### config.mk
export PLATFORM = sky130hd
export DESIGN_NAME = jrb_jitter
export DESIGN_NICKNAME = d
export VERILOG_FILES = /design/src/rtl/jrb_pkg.sv /design/src/rtl/jrb_jitter.sv
export SDC_FILE = /design/constraint.sdc
export NUM_CORES = 1
export LEC_CHECK = 0
export BUFFER_PORTS_ARGS = -buffer_cell sky130_fd_sc_hd__buf_4
export CORE_MARGIN = 10
export CORE_UTILIZATION = 62
export CTS_CLUSTER_DIAMETER = 100
export DETAILED_ROUTE_END_ITERATION = 12
export PLACE_DENSITY_LB_ADDON = 0.25
export SYNTH_ARGS = -nofsm -noshare
export SYNTH_HDL_FRONTEND = slang
export SYNTH_SLANG_ARGS = --single-unit
### constraint.sdc
create_clock -name clk -period 6.2 [get_ports clk]
set_clock_uncertainty 0.2 [all_clocks]
set_input_delay 1.24 -clock clk [delete_from_list [all_inputs] [get_ports clk]]
set_output_delay 1.24 -clock clk [all_outputs]
set_load 0.01 [all_outputs]
### src/rtl/jrb_pkg.sv
package jrb_pkg;

	localparam int CAPACITY = 64;
	localparam int IDX_W = $clog2(CAPACITY);
	localparam int CNT_W = $clog2(CAPACITY + 1);
	localparam int JIT_W = 35;
	localparam logic [JIT_W-1:0] JITTER_MAX = '1;

	typedef enum logic [1:0] {
		KIND_PUSH  = 2'd0,
		KIND_POP   = 2'd1,
		KIND_CLEAR = 2'd2,
		KIND_RSVD  = 2'd3
	} kind_t;

	typedef enum logic [2:0] {
		ST_ACCEPT  = 3'd0,
		ST_LATE    = 3'd1,
		ST_DUP     = 3'd2,
		ST_FRAME   = 3'd3,
		ST_CONCEAL = 3'd4,
		ST_NONE    = 3'd5,
		ST_CLEARED = 3'd6
	} status_t;

	typedef struct packed {
		logic [15:0] seq;
		logic [7:0]  ptype;
		logic [31:0] tstamp;
		logic [15:0] handle;
		logic [15:0] len;
	} entry_t;

	localparam int ENTRY_W = $bits(entry_t);

	typedef struct packed {
		logic             hit;
		logic [IDX_W-1:0] hit_idx;
		entry_t           hit_entry;
		logic             free;
		logic [IDX_W-1:0] free_idx;
		logic             min;
		logic [IDX_W-1:0] min_idx;
		entry_t           min_entry;
	} scan_res_t;

endpackage

### src/rtl/jrb_jitter.sv
module jrb_jitter (
	input  logic                       clk,
	input  logic                       arst_n,
	input  logic [31:0]                tstamp,
	input  logic [31:0]                arrival,
	input  logic                       upd,
	input  logic                       clr,
	output logic [jrb_pkg::JIT_W-1:0]  jitter
);
	import jrb_pkg::*;

	logic [31:0]      transit_s1;
	logic [31:0]      mag_s2;
	logic [31:0]      prev_q;
	logic [JIT_W-1:0] jitter_q;
	logic [31:0]      delta;
	logic [39:0]      sum;
	logic [35:0]      next_j;

	assign delta = transit_s1 - prev_q;
	// 15*J + 16*|D| + 8, then divide by 16
	assign sum = {1'b0, jitter_q, 4'b0} - {5'b0, jitter_q} + {4'b0, mag_s2, 4'b0} + 40'd8;
	assign next_j = sum[39:4];
	assign jitter = jitter_q;

	always_ff @(posedge clk) begin
		transit_s1 <= arrival - tstamp;
		mag_s2 <= delta[31] ? (32'd0 - delta) : delta;
	end

	always_ff @(posedge clk or negedge arst_n) begin
		if (!arst_n) begin
			prev_q <= '0;
			jitter_q <= '0;
		end else if (clr) begin
			jitter_q <= '0;
		end else if (upd) begin
			if (prev_q != 32'd0) begin
				jitter_q <= (next_j > {1'b0, JITTER_MAX}) ? JITTER_MAX : next_j[JIT_W-1:0];
			end
			prev_q <= transit_s1;
		end
	end
endmodule

==> run metrics <==
die footprint=23800 um^2; Die X=154 um; starting density of the core=62.7%; Multi-input gate area=7260 um^2; I/O Pins=103; start of the worst register-to-register path=jitter[16]; Area Growth Syn to Fin=14.4%; Crit Path Category=register to register; Final Hold Vio Count=0; final net count=1682; # hold bufs at CTS=0; Num CTS Buffers=17; CP top delay family=compound AO/OA/AOI/OAI gates; worst path bufs/invs=3; max_slew headroom=39.2%; drt via density=5.67; Longest Clk Path Bufs=2; Max Cap Violations=0; clk sinks=131; Main synth FF type=dfrtp_1; cells after synthesis=1393; number of global-route vias before repair=about 9500; final worst path period need=4.24 ns; min-delay worst type=register to register; mean post-synth cell area=8.04 um^2; Async SR Flop Fraction=about half; CP startpoint kind=register; Hold Crit Depth=2; setup violators final=0; CP Data Arrival Time=4.38 ns; largest net degree at the start of global routing=68; die height=about 150 um; CP endpoint kind=register; Worst-Margin Slew=about 0.9 ns; GRT Util Overall=22.9%; Simple-Gate Fraction of Synth Area=15.9%; largest family of logic cells by synthesized area=compound AO/OA/AOI/OAI gates; CTS resizes=0; DRT antenna net count=0; top cells by area, synth=dfrtp_1 15%, dfxtp_1 11%, ha_1 11%, inv_1 7.4%, xnor2_1 6.1%; number of cell rows=49; CP max FO=27; Worst path most repeated cell=a21o_1; Reg2Reg Depth=15; Yosys top cell area share=between 10% and 20%; Wirelength per Cell=15.9 um; grt total ovfl=0; Max Transition Viols Final=0; Placer Congestion=around 0.92; CP max stage delay=approximately 0.53 ns; EDFF count, synth=0; hpwl dp=21000 um; area share of fa/ha/maj cells after synthesis=17.1%; Worst EP required=~6.3 ns; core area=17800 um^2; hold path startpoint=transit_s1[6]; vias=9756; DR pass1 iterations=5; Post-CTS Setup Bufs=0; Mapped Area=roughly 11000 um^2; first-pass GRT wire length=46000 um; setup TNS=0 ns; root buffer cell=clkbuf_16; status=complete, no violations; Post-Syn Nets=1594; final WL=~27000 um; mux contribution to synthesized area=0.291%; crit-path cells=inv_1 -> fa_1 -> inv_1 -> ha_1 -> a21o_1 -> a21o_1 -> a21o_1 -> a32o_1 -> a31oi_1 -> nand2_1 -> a31oi_1 -> xnor2_2 -> buf_4 -> nand2_1 -> o211ai_1; DRC Markers=0; crit path launch=jitter[16]; RSZ-0062 raised after global routing=false; 1st-iter DRT viols=roughly 530; layout cells sized above 1=a little under an eighth; antenna cell count=0; Worst-path clk slew=0.06 ns; area leader, netlist=dfrtp_1; Synth Area in Compound Gates=22.4%; post-synthesis sequential area ratio=26.4%; CP max stage cell=fa_1; register area=2960 um^2; initial antenna violation count=0; most frequent cells in the layout=221 x inv_1, 151 x nand2_1, 107 x buf_4; Worst-Skew Late Latency=about 0.42 ns; Yosys Warn Count=0; H-Tree Depth=4; WP depth=15; CTS tree=done; period utilization=about 70%; IO buf count=102; most common cell after layout, fill and taps aside=inv_1; Synth Area in XOR/XNOR=a little under a tenth; filler cell count=between 1000 and 1500; synth unique cells=83; synthesis-stage register bit count=about 130; fmax=236 MHz
worst reg2reg max path: stages (launching register included):
cell and delay (ns):
dfrtp_1 0.42, inv_1 0.09, fa_1 0.53, inv_1 0.04
ha_1 0.41, a21o_1 0.22, a21o_1 0.16, a21o_1 0.18
a32o_1 0.22, a31oi_1 0.24, nand2_1 0.15, a31oi_1 0.32
xnor2_2 0.15, buf_4 0.31, nand2_1 0.32, o211ai_1 0.21
through the flow:
step / area (um^2) / instances / hold slack, ns / utilization [%] / setup slack (ns)
after CTS: 12800 / 1722 / 0.278 / 71.8 / 2.05
after global placement: 12100 / 1691 / 0.256 / 68.1 / 2.02
after floorplan: 11200 / 1393 / 0.240 / - / 2.39
final: 12800 / 1722 / 0.270 / 71.8 / 1.96
after global routing: 12800 / 1722 / 0.310 / 71.8 / 1.75
after detailed placement: 12100 / 1691 / 0.265 / 68.1 / 1.93
cells by family after synthesis:
group / count (synthesis)
flops: 131
compound gates: 389
mux: 3
fa+ha+maj: 133
buf+inv: 260
simple gates: 361
xor+xnor: 116
registers in the layout, summed over array words and instances, names as in the netlist:
| register | count |
|---|---|
| jitter | 35 |
| mag_s2 | 32 |
| transit_s1 | 32 |
| prev_q | 32 |
per-layer routing:
layer / track usage [%] / share of wire, % / routed length [um] / up-vias
li1: - / - / - / 4922
met1: 29.9 / 45 / 12400 / 4466
met2: 37.4 / 46 / 12500 / 318
met3: 3.47 / 5.8 / 1600 / 50
met4: 8.68 / 2.9 / 803 / 0
met5: 0 / 0 / 0 / -
Yosys cell counts, types with 20 or more instances:
| library cell | instances |
|---|---|
| o21ai_0 | 92 |
| dfxtp_1 | 64 |
| xnor2_1 | 78 |
| clkbuf_1 | 27 |
| inv_1 | 221 |
| ha_1 | 100 |
| xor2_1 | 38 |
| a21oi_1 | 88 |
| fa_1 | 33 |
| nor2_1 | 59 |
| dfrtp_1 | 67 |
| nor3_1 | 20 |
| a21o_1 | 57 |
| nand2_1 | 151 |
path summary, 6_finish.rpt:
kind | end | slack [ns]
min in group asynchronous | prev_q[2] | 0.74
min | prev_q[6] | 0.27
max reg2reg | jitter[33] | 1.96
min reg2reg | prev_q[6] | 0.27
max | jitter[33] | 1.96
max in group asynchronous | jitter[10] | 4.48
area by class of cell:
type,count,share of cell area [%]
clock buffers,20,3.65
multi-input cells,1002,56.7
flip-flops and latches,131,23.1
inverters,222,6.50
clock inverters,11,1.55
well taps,229,2.24
repair buffers,107,6.27
Power is not shown: default switching activity piles up to over one toggle a cycle in this logic, so the estimate is an artifact.
