`config.mk`:
```
export PLATFORM = sky130hd
export DESIGN_NAME = jrb_scan
export DESIGN_NICKNAME = d
export VERILOG_FILES = /design/src/rtl/jrb_pkg.sv /design/src/rtl/jrb_scan.sv
export SDC_FILE = /design/constraint.sdc
export NUM_CORES = 1
export LEC_CHECK = 0
export ABC_AREA = 1
export BUFFER_PORTS_ARGS = -buffer_cell sky130_fd_sc_hd__buf_2
export CAP_MARGIN = 20
export CORE_AREA = 2 2 146 148
export CTS_BUF_LIST = sky130_fd_sc_hd__clkbuf_8
export CTS_CLUSTER_DIAMETER = 100
export DETAILED_ROUTE_END_ITERATION = 6
export DIE_AREA = 0 0 148 150
export GPL_TIMING_DRIVEN = 0
export PLACE_DENSITY = 0.76
export SETUP_SLACK_MARGIN = 0.02
export SYNTH_ARGS = -nofsm -noshare
export SYNTH_HDL_FRONTEND = slang
export SYNTH_SLANG_ARGS = --single-unit
```
`constraint.sdc`:
```
create_clock -name clk -period 8.9 [get_ports clk]
set_input_delay 1.335 -clock clk [delete_from_list [all_inputs] [get_ports clk]]
set_output_delay 1.335 -clock clk [all_outputs]
set_load 0.02 [all_outputs]
```
`src/rtl/jrb_pkg.sv`:
```
package jrb_pkg;

	localparam int CAPACITY = 64;
	localparam int IDX_W = $clog2(CAPACITY);
	localparam int CNT_W = $clog2(CAPACITY + 1);
	localparam int JIT_W = 35;
	localparam logic [JIT_W-1:0] JITTER_MAX = '1;

	typedef enum logic [1:0] {
		KIND_PUSH  = 2'd0,
		KIND_POP   = 2'd1,
		KIND_CLEAR = 2'd2,
		KIND_RSVD  = 2'd3
	} kind_t;

	typedef enum logic [2:0] {
		ST_ACCEPT  = 3'd0,
		ST_LATE    = 3'd1,
		ST_DUP     = 3'd2,
		ST_FRAME   = 3'd3,
		ST_CONCEAL = 3'd4,
		ST_NONE    = 3'd5,
		ST_CLEARED = 3'd6
	} status_t;

	typedef struct packed {
		logic [15:0] seq;
		logic [7:0]  ptype;
		logic [31:0] tstamp;
		logic [15:0] handle;
		logic [15:0] len;
	} entry_t;

	localparam int ENTRY_W = $bits(entry_t);

	typedef struct packed {
		logic             hit;
		logic [IDX_W-1:0] hit_idx;
		entry_t           hit_entry;
		logic             free;
		logic [IDX_W-1:0] free_idx;
		logic             min;
		logic [IDX_W-1:0] min_idx;
		entry_t           min_entry;
	} scan_res_t;

endpackage

```
`src/rtl/jrb_scan.sv`:
```
module jrb_scan (
	input  logic                               clk,
	input  logic                               arst_n,
	input  logic                               start,
	input  logic [15:0]                        key,
	input  logic [jrb_pkg::CAPACITY-1:0]       valid_vec,
	output logic [jrb_pkg::IDX_W-1:0]          rd_addr,
	input  jrb_pkg::entry_t                    rd_data,
	output logic                               done,
	output jrb_pkg::scan_res_t                 res
);
	import jrb_pkg::*;

	localparam logic [IDX_W-1:0] LAST = IDX_W'(CAPACITY - 1);

	logic             busy_q;
	logic [IDX_W-1:0] idx_q;
	logic [15:0]      key_q;
	logic             cmp_s1;
	logic             last_s1;
	logic             vld_s1;
	logic [IDX_W-1:0] idx_s1;
	logic             done_q;
	scan_res_t        res_q;

	assign rd_addr = idx_q;
	assign done = done_q;
	assign res = res_q;

	always_ff @(posedge clk or negedge arst_n) begin
		if (!arst_n) begin
			busy_q <= 1'b0;
			idx_q <= '0;
			cmp_s1 <= 1'b0;
			last_s1 <= 1'b0;
			done_q <= 1'b0;
			res_q.hit <= 1'b0;
			res_q.free <= 1'b0;
			res_q.min <= 1'b0;
		end else begin
			cmp_s1 <= busy_q;
			last_s1 <= busy_q && (idx_q == LAST);
			done_q <= cmp_s1 && last_s1;
			if (start) begin
				busy_q <= 1'b1;
				idx_q <= '0;
				res_q.hit <= 1'b0;
				res_q.free <= 1'b0;
				res_q.min <= 1'b0;
			end else begin
				if (busy_q) begin
					if (idx_q == LAST) begin
						busy_q <= 1'b0;
					end else begin
						idx_q <= idx_q + 1'b1;
					end
				end
				// compare the entry read last cycle
				if (cmp_s1) begin
					if (vld_s1) begin
						if (!res_q.hit && rd_data.seq == key_q) begin
							res_q.hit <= 1'b1;
							res_q.hit_idx <= idx_s1;
							res_q.hit_entry <= rd_data;
						end
						if (!res_q.min || rd_data.seq < res_q.min_entry.seq) begin
							res_q.min <= 1'b1;
							res_q.min_idx <= idx_s1;
							res_q.min_entry <= rd_data;
						end
					end else if (!res_q.free) begin
						res_q.free <= 1'b1;
						res_q.free_idx <= idx_s1;
					end
				end
			end
		end
	end

	always_ff @(posedge clk) begin
		vld_s1 <= valid_vec[idx_q];
		idx_s1 <= idx_q;
		if (start) begin
			key_q <= key;
		end
	end
endmodule

```
==> results.txt <==
The floorplan step defined a die boundary enclosing 22,200 um2. Max-cap violations in this run came to 0. The class of the most critical setup path was in2reg. The fmax was 295 MHz; the share of cells above drive strength 1 was 44.8%. Setup slack at placement: 4.97 ns.

The starting density of the core was 40.4%. Clock tree synthesis inserted a total of 37 buffers. For this run, the detailed router's first-pass iteration total came to 7.

Measured in cells, the most critical reg-to-reg path has a length of 11. Buffers inserted to repair hold after CTS numbered 0. Clock-pin slew was measured on the worst setup and hold paths at 0.06 ns. The finished layout holds 1,276 standard cells, fillers aside. In this run the register-to-register setup slack is 6.11 ns. The first global-routing pass estimated 31,600 um of wire. For the post-placement cell count, the log shows 1,209. The worst hold path cell count came out at 0. In this run the most critical hold path is launched from busy_q$_DFF_PN0_.

Startpoint class of the critical path: an input pin. The number of buffers and inverters on the critical path was 3; the number of different library cells in the post-synthesis netlist was 23. The slowest stage of the critical path is the sky130_fd_sc_hd__a21oi_4 cell. IR analysis of the VDD net gives a maximum drop of 87.7 uV. The number of placement rows was 53; the final critical-path required period was 3.38 ns. The width of the chip is 148 um.

Terminus of the critical flop-to-flop path: res[32]$_DFFE_PP_. In the final timing run, aggregate negative setup slack is 0 ns. The cell that appears most often on the critical path is sky130_fd_sc_hd__nand2_1. Traced cell by cell, the critical path runs through buf_2 -> ha_1 -> a21oi_1 -> nor2_1 -> nor3_1 -> nand2_1 -> nand2_1 -> nand2_1 -> a21oi_4 -> buf_12 -> buf_12.

The number of routed nets with antenna violations is 0, and the slew at the pin with the worst max-slew slack is 0.892 ns. The number of nets in the layout is 1,161, and the initial detailed-routing violation count is 234. TritonCTS built the clock tree.

The via density per instance is 4.63. The pin count of the biggest net entering global routing was 33; the final design instance area without fill was 11,400 um2. The run gives 0 as the final count of hold timing violations. Dividing the final minimum period by the clock period gives 38.0%. In this run the critical register-to-register path is launched from res[77]$_DFFE_PP_. Setup repair after global routing left no endpoint under its margin. The core region is 20,700 um2. The logs give 0.0202 ns for the final setup skew and 375 for the number of ports placed on the die boundary.

The relative slew slack came out at 40.4%. The number of diodes came out at 0. In this run, synthesis produced a sequential element count of 230. The required time at the endpoint of the critical path is 9.10 ns, and the clock latency at the later pin of the worst-skew pair is 0.51 ns. The buffer count from post-CTS setup fixing was 0; the quantity of gates resized following cts was 0. Critical path capture point type: a register. The cell chosen for the clock root was sky130_fd_sc_hd__clkbuf_8. After detailed routing, the average wire length per cell comes to 17.5 um. The tools report the worst-case hold path end point as cmp_s1$_DFF_PN0_. The synthesized area divided by synthesized cell count was 15.1 um2; the utilization of the core after routing was 55.3%. Summed over all layers, the global routing overflow is 0.

The maximum number of buffers from clock root to sink was 3; the count of warnings emitted by yosys was 0. For the number of global-route vias before repair, the log shows 5,742. During placement, the flow inserted port buffers numbering 374.

The die boundary height is 150 um, and the cell area after technology mapping is 8360 um2. The final number of max-transition violations came out at 0. The cell area after placement is 10,700 um2, and the growth of design area from synthesis to finish is 36.8%. Largest fanout on the critical path: 27. The run gives 22,300 um as the aggregate routed wire length.

The logs give 0 for the initial antenna violation count and 2 for the depth of the CTS H-tree. Data arrives at the worst endpoint at 3.59 ns. The share of synthesized area occupied by flip-flops and latches was 81.0%; the number of cells produced by synthesis was 554. The run gives 0.914 as the final weighted congestion in routability-driven placement.

The category of cells accounting for the largest share of critical-path delay is compound AO/OA/AOI/OAI gates. Cell area power density: 200 nW/um2. The clock net in this run drives a total of 230 sinks. The tools report the DRC violation count after routing as 0. The flow ran to the end, and the final reports show no timing, DRC or antenna violations. The largest incremental delay on the critical path was 0.72 ns; the number of setup violations in the final report was 0.

For the worst setup slack after layout, the log shows 5.52 ns. The worst hold path belongs to the class reg2reg. Once detailed placement completed, the half-perimeter wirelength came to 16,900 um. The number of vias in the routed layout was 5,909; the global-route usage over all layers was 18.9%.

Counting the fill cells in the layout gives 1,746. The number of nets in the synthesized netlist is 741. Summed over all cells, the static leakage comes to 5.03 nW.
[cell usage after synthesis (all sizes together)]
master  count  area [um2]
nor3        7        40.0
a211oi      1        7.51
xnor2       5        43.8
nor2       36         135
inv        54         208
nand2     109         412
edfxtp    210        6310
buf        11         104
nand4       2        12.5
dfxtp       7         140
a21oi      20         100
o21ai      21         105
nand3      39         195
dfrtp      13         325
ha         16         200
xor2        3        26.3
[power breakdown]
part,switching [mW],internal [mW]
Sequential,0.0122,1.22
Clock,0.392,0.458
Combinational,0.128,0.0781
[through the flow]
stage          hold slack (ns)  power [mW]
3_3_place_gp             0.406        1.46
6_report                 0.430        2.29
5_1_grt                  0.449        2.38
4_1_cts                  0.432        2.31
3_5_place_dp             0.417        1.46
2_1_floorplan            0.393        1.36
[routing by layer]
metal  up-vias  wire length (um)  GRT usage [%]
met3        47              1740           4.66
met1      2762              7940           20.6
met2       303             11900           35.2
li1       2797                 -              -
met5         -                 0              0
met4         0               746           7.95
[cell families (layout without fill, tap and decap cells)]
family / count (synthesis) / after routing / share of synthesized area (%)
compound gates: 42 / 42 / 2.54
xor+xnor: 8 / 8 / 0.838
fa+ha+maj: 16 / 16 / 2.39
buf+inv: 65 / 512 / 3.73
flops: 230 / 230 / 81.0
simple gates: 193 / 193 / 9.50
[sequential cells by signal, indices dropped and copies added, names as in the netlist]
signal and count:
key_q 16, vld_s1 1, cmp_s1 1, idx_s1 6
done 1, rd_addr 6, last_s1 1, res 197
busy_q 1
[how the worst max path moves through the flow]
| stage | startpoint | to | depth (start not counted) |
|---|---|---|---|
| after CTS | rd_data[77] | res[32]$_DFFE_PP_ | 11 |
| final | rd_data[77] | res[32]$_DFFE_PP_ | 11 |
| after global routing | rd_data[87] | res[32]$_DFFE_PP_ | 9 |
| after detailed placement | rd_data[77] | res[15]$_DFFE_PP_ | 11 |
| after global placement | rd_data[77] | res[19]$_DFFE_PP_ | 9 |
| after floorplan | rd_data[77] | res[0]$_DFFE_PP_ | 8 |
[final cells by class]
class,count,area [um2],area share (%)
clock inverters,28,173,1.51
plain buffers,11,104,0.908
multi-input cells,259,1300,11.3
inverters,54,208,1.82
clock buffers,38,523,4.57
flip-flops and latches,230,6770,59.2
repair buffers,381,2010,17.6
well taps,275,344,3.01
[layout by cell type, fill, tap and decap left out, drive strengths merged]
cell type and count:
bufinv 2, inv 66, nor3 7, nand2 109, xor2 3, clkinv 14
ha 16, clkbuf 39, nor2 36, nand4 2, a21oi 20, o21ai 21
a211oi 1, nand3 39, edfxtp 210, dfxtp 7, dfrtp 13, buf 391
xnor2 5
[worst reg2reg max path: stages (launching register included)]
cell and delay, ns:
sky130_fd_sc_hd__edfxtp_1 0.38, sky130_fd_sc_hd__inv_1 0.07, sky130_fd_sc_hd__ha_1 0.23, sky130_fd_sc_hd__a21oi_1 0.13
sky130_fd_sc_hd__nor2_1 0.05, sky130_fd_sc_hd__nor3_1 0.14, sky130_fd_sc_hd__nand2_1 0.09, sky130_fd_sc_hd__nand2_1 0.06
sky130_fd_sc_hd__nand2_1 0.10, sky130_fd_sc_hd__a21oi_4 0.72, sky130_fd_sc_hd__buf_12 0.28, sky130_fd_sc_hd__buf_12 0.22
Note: power is estimated with default switching activity, not from simulation.
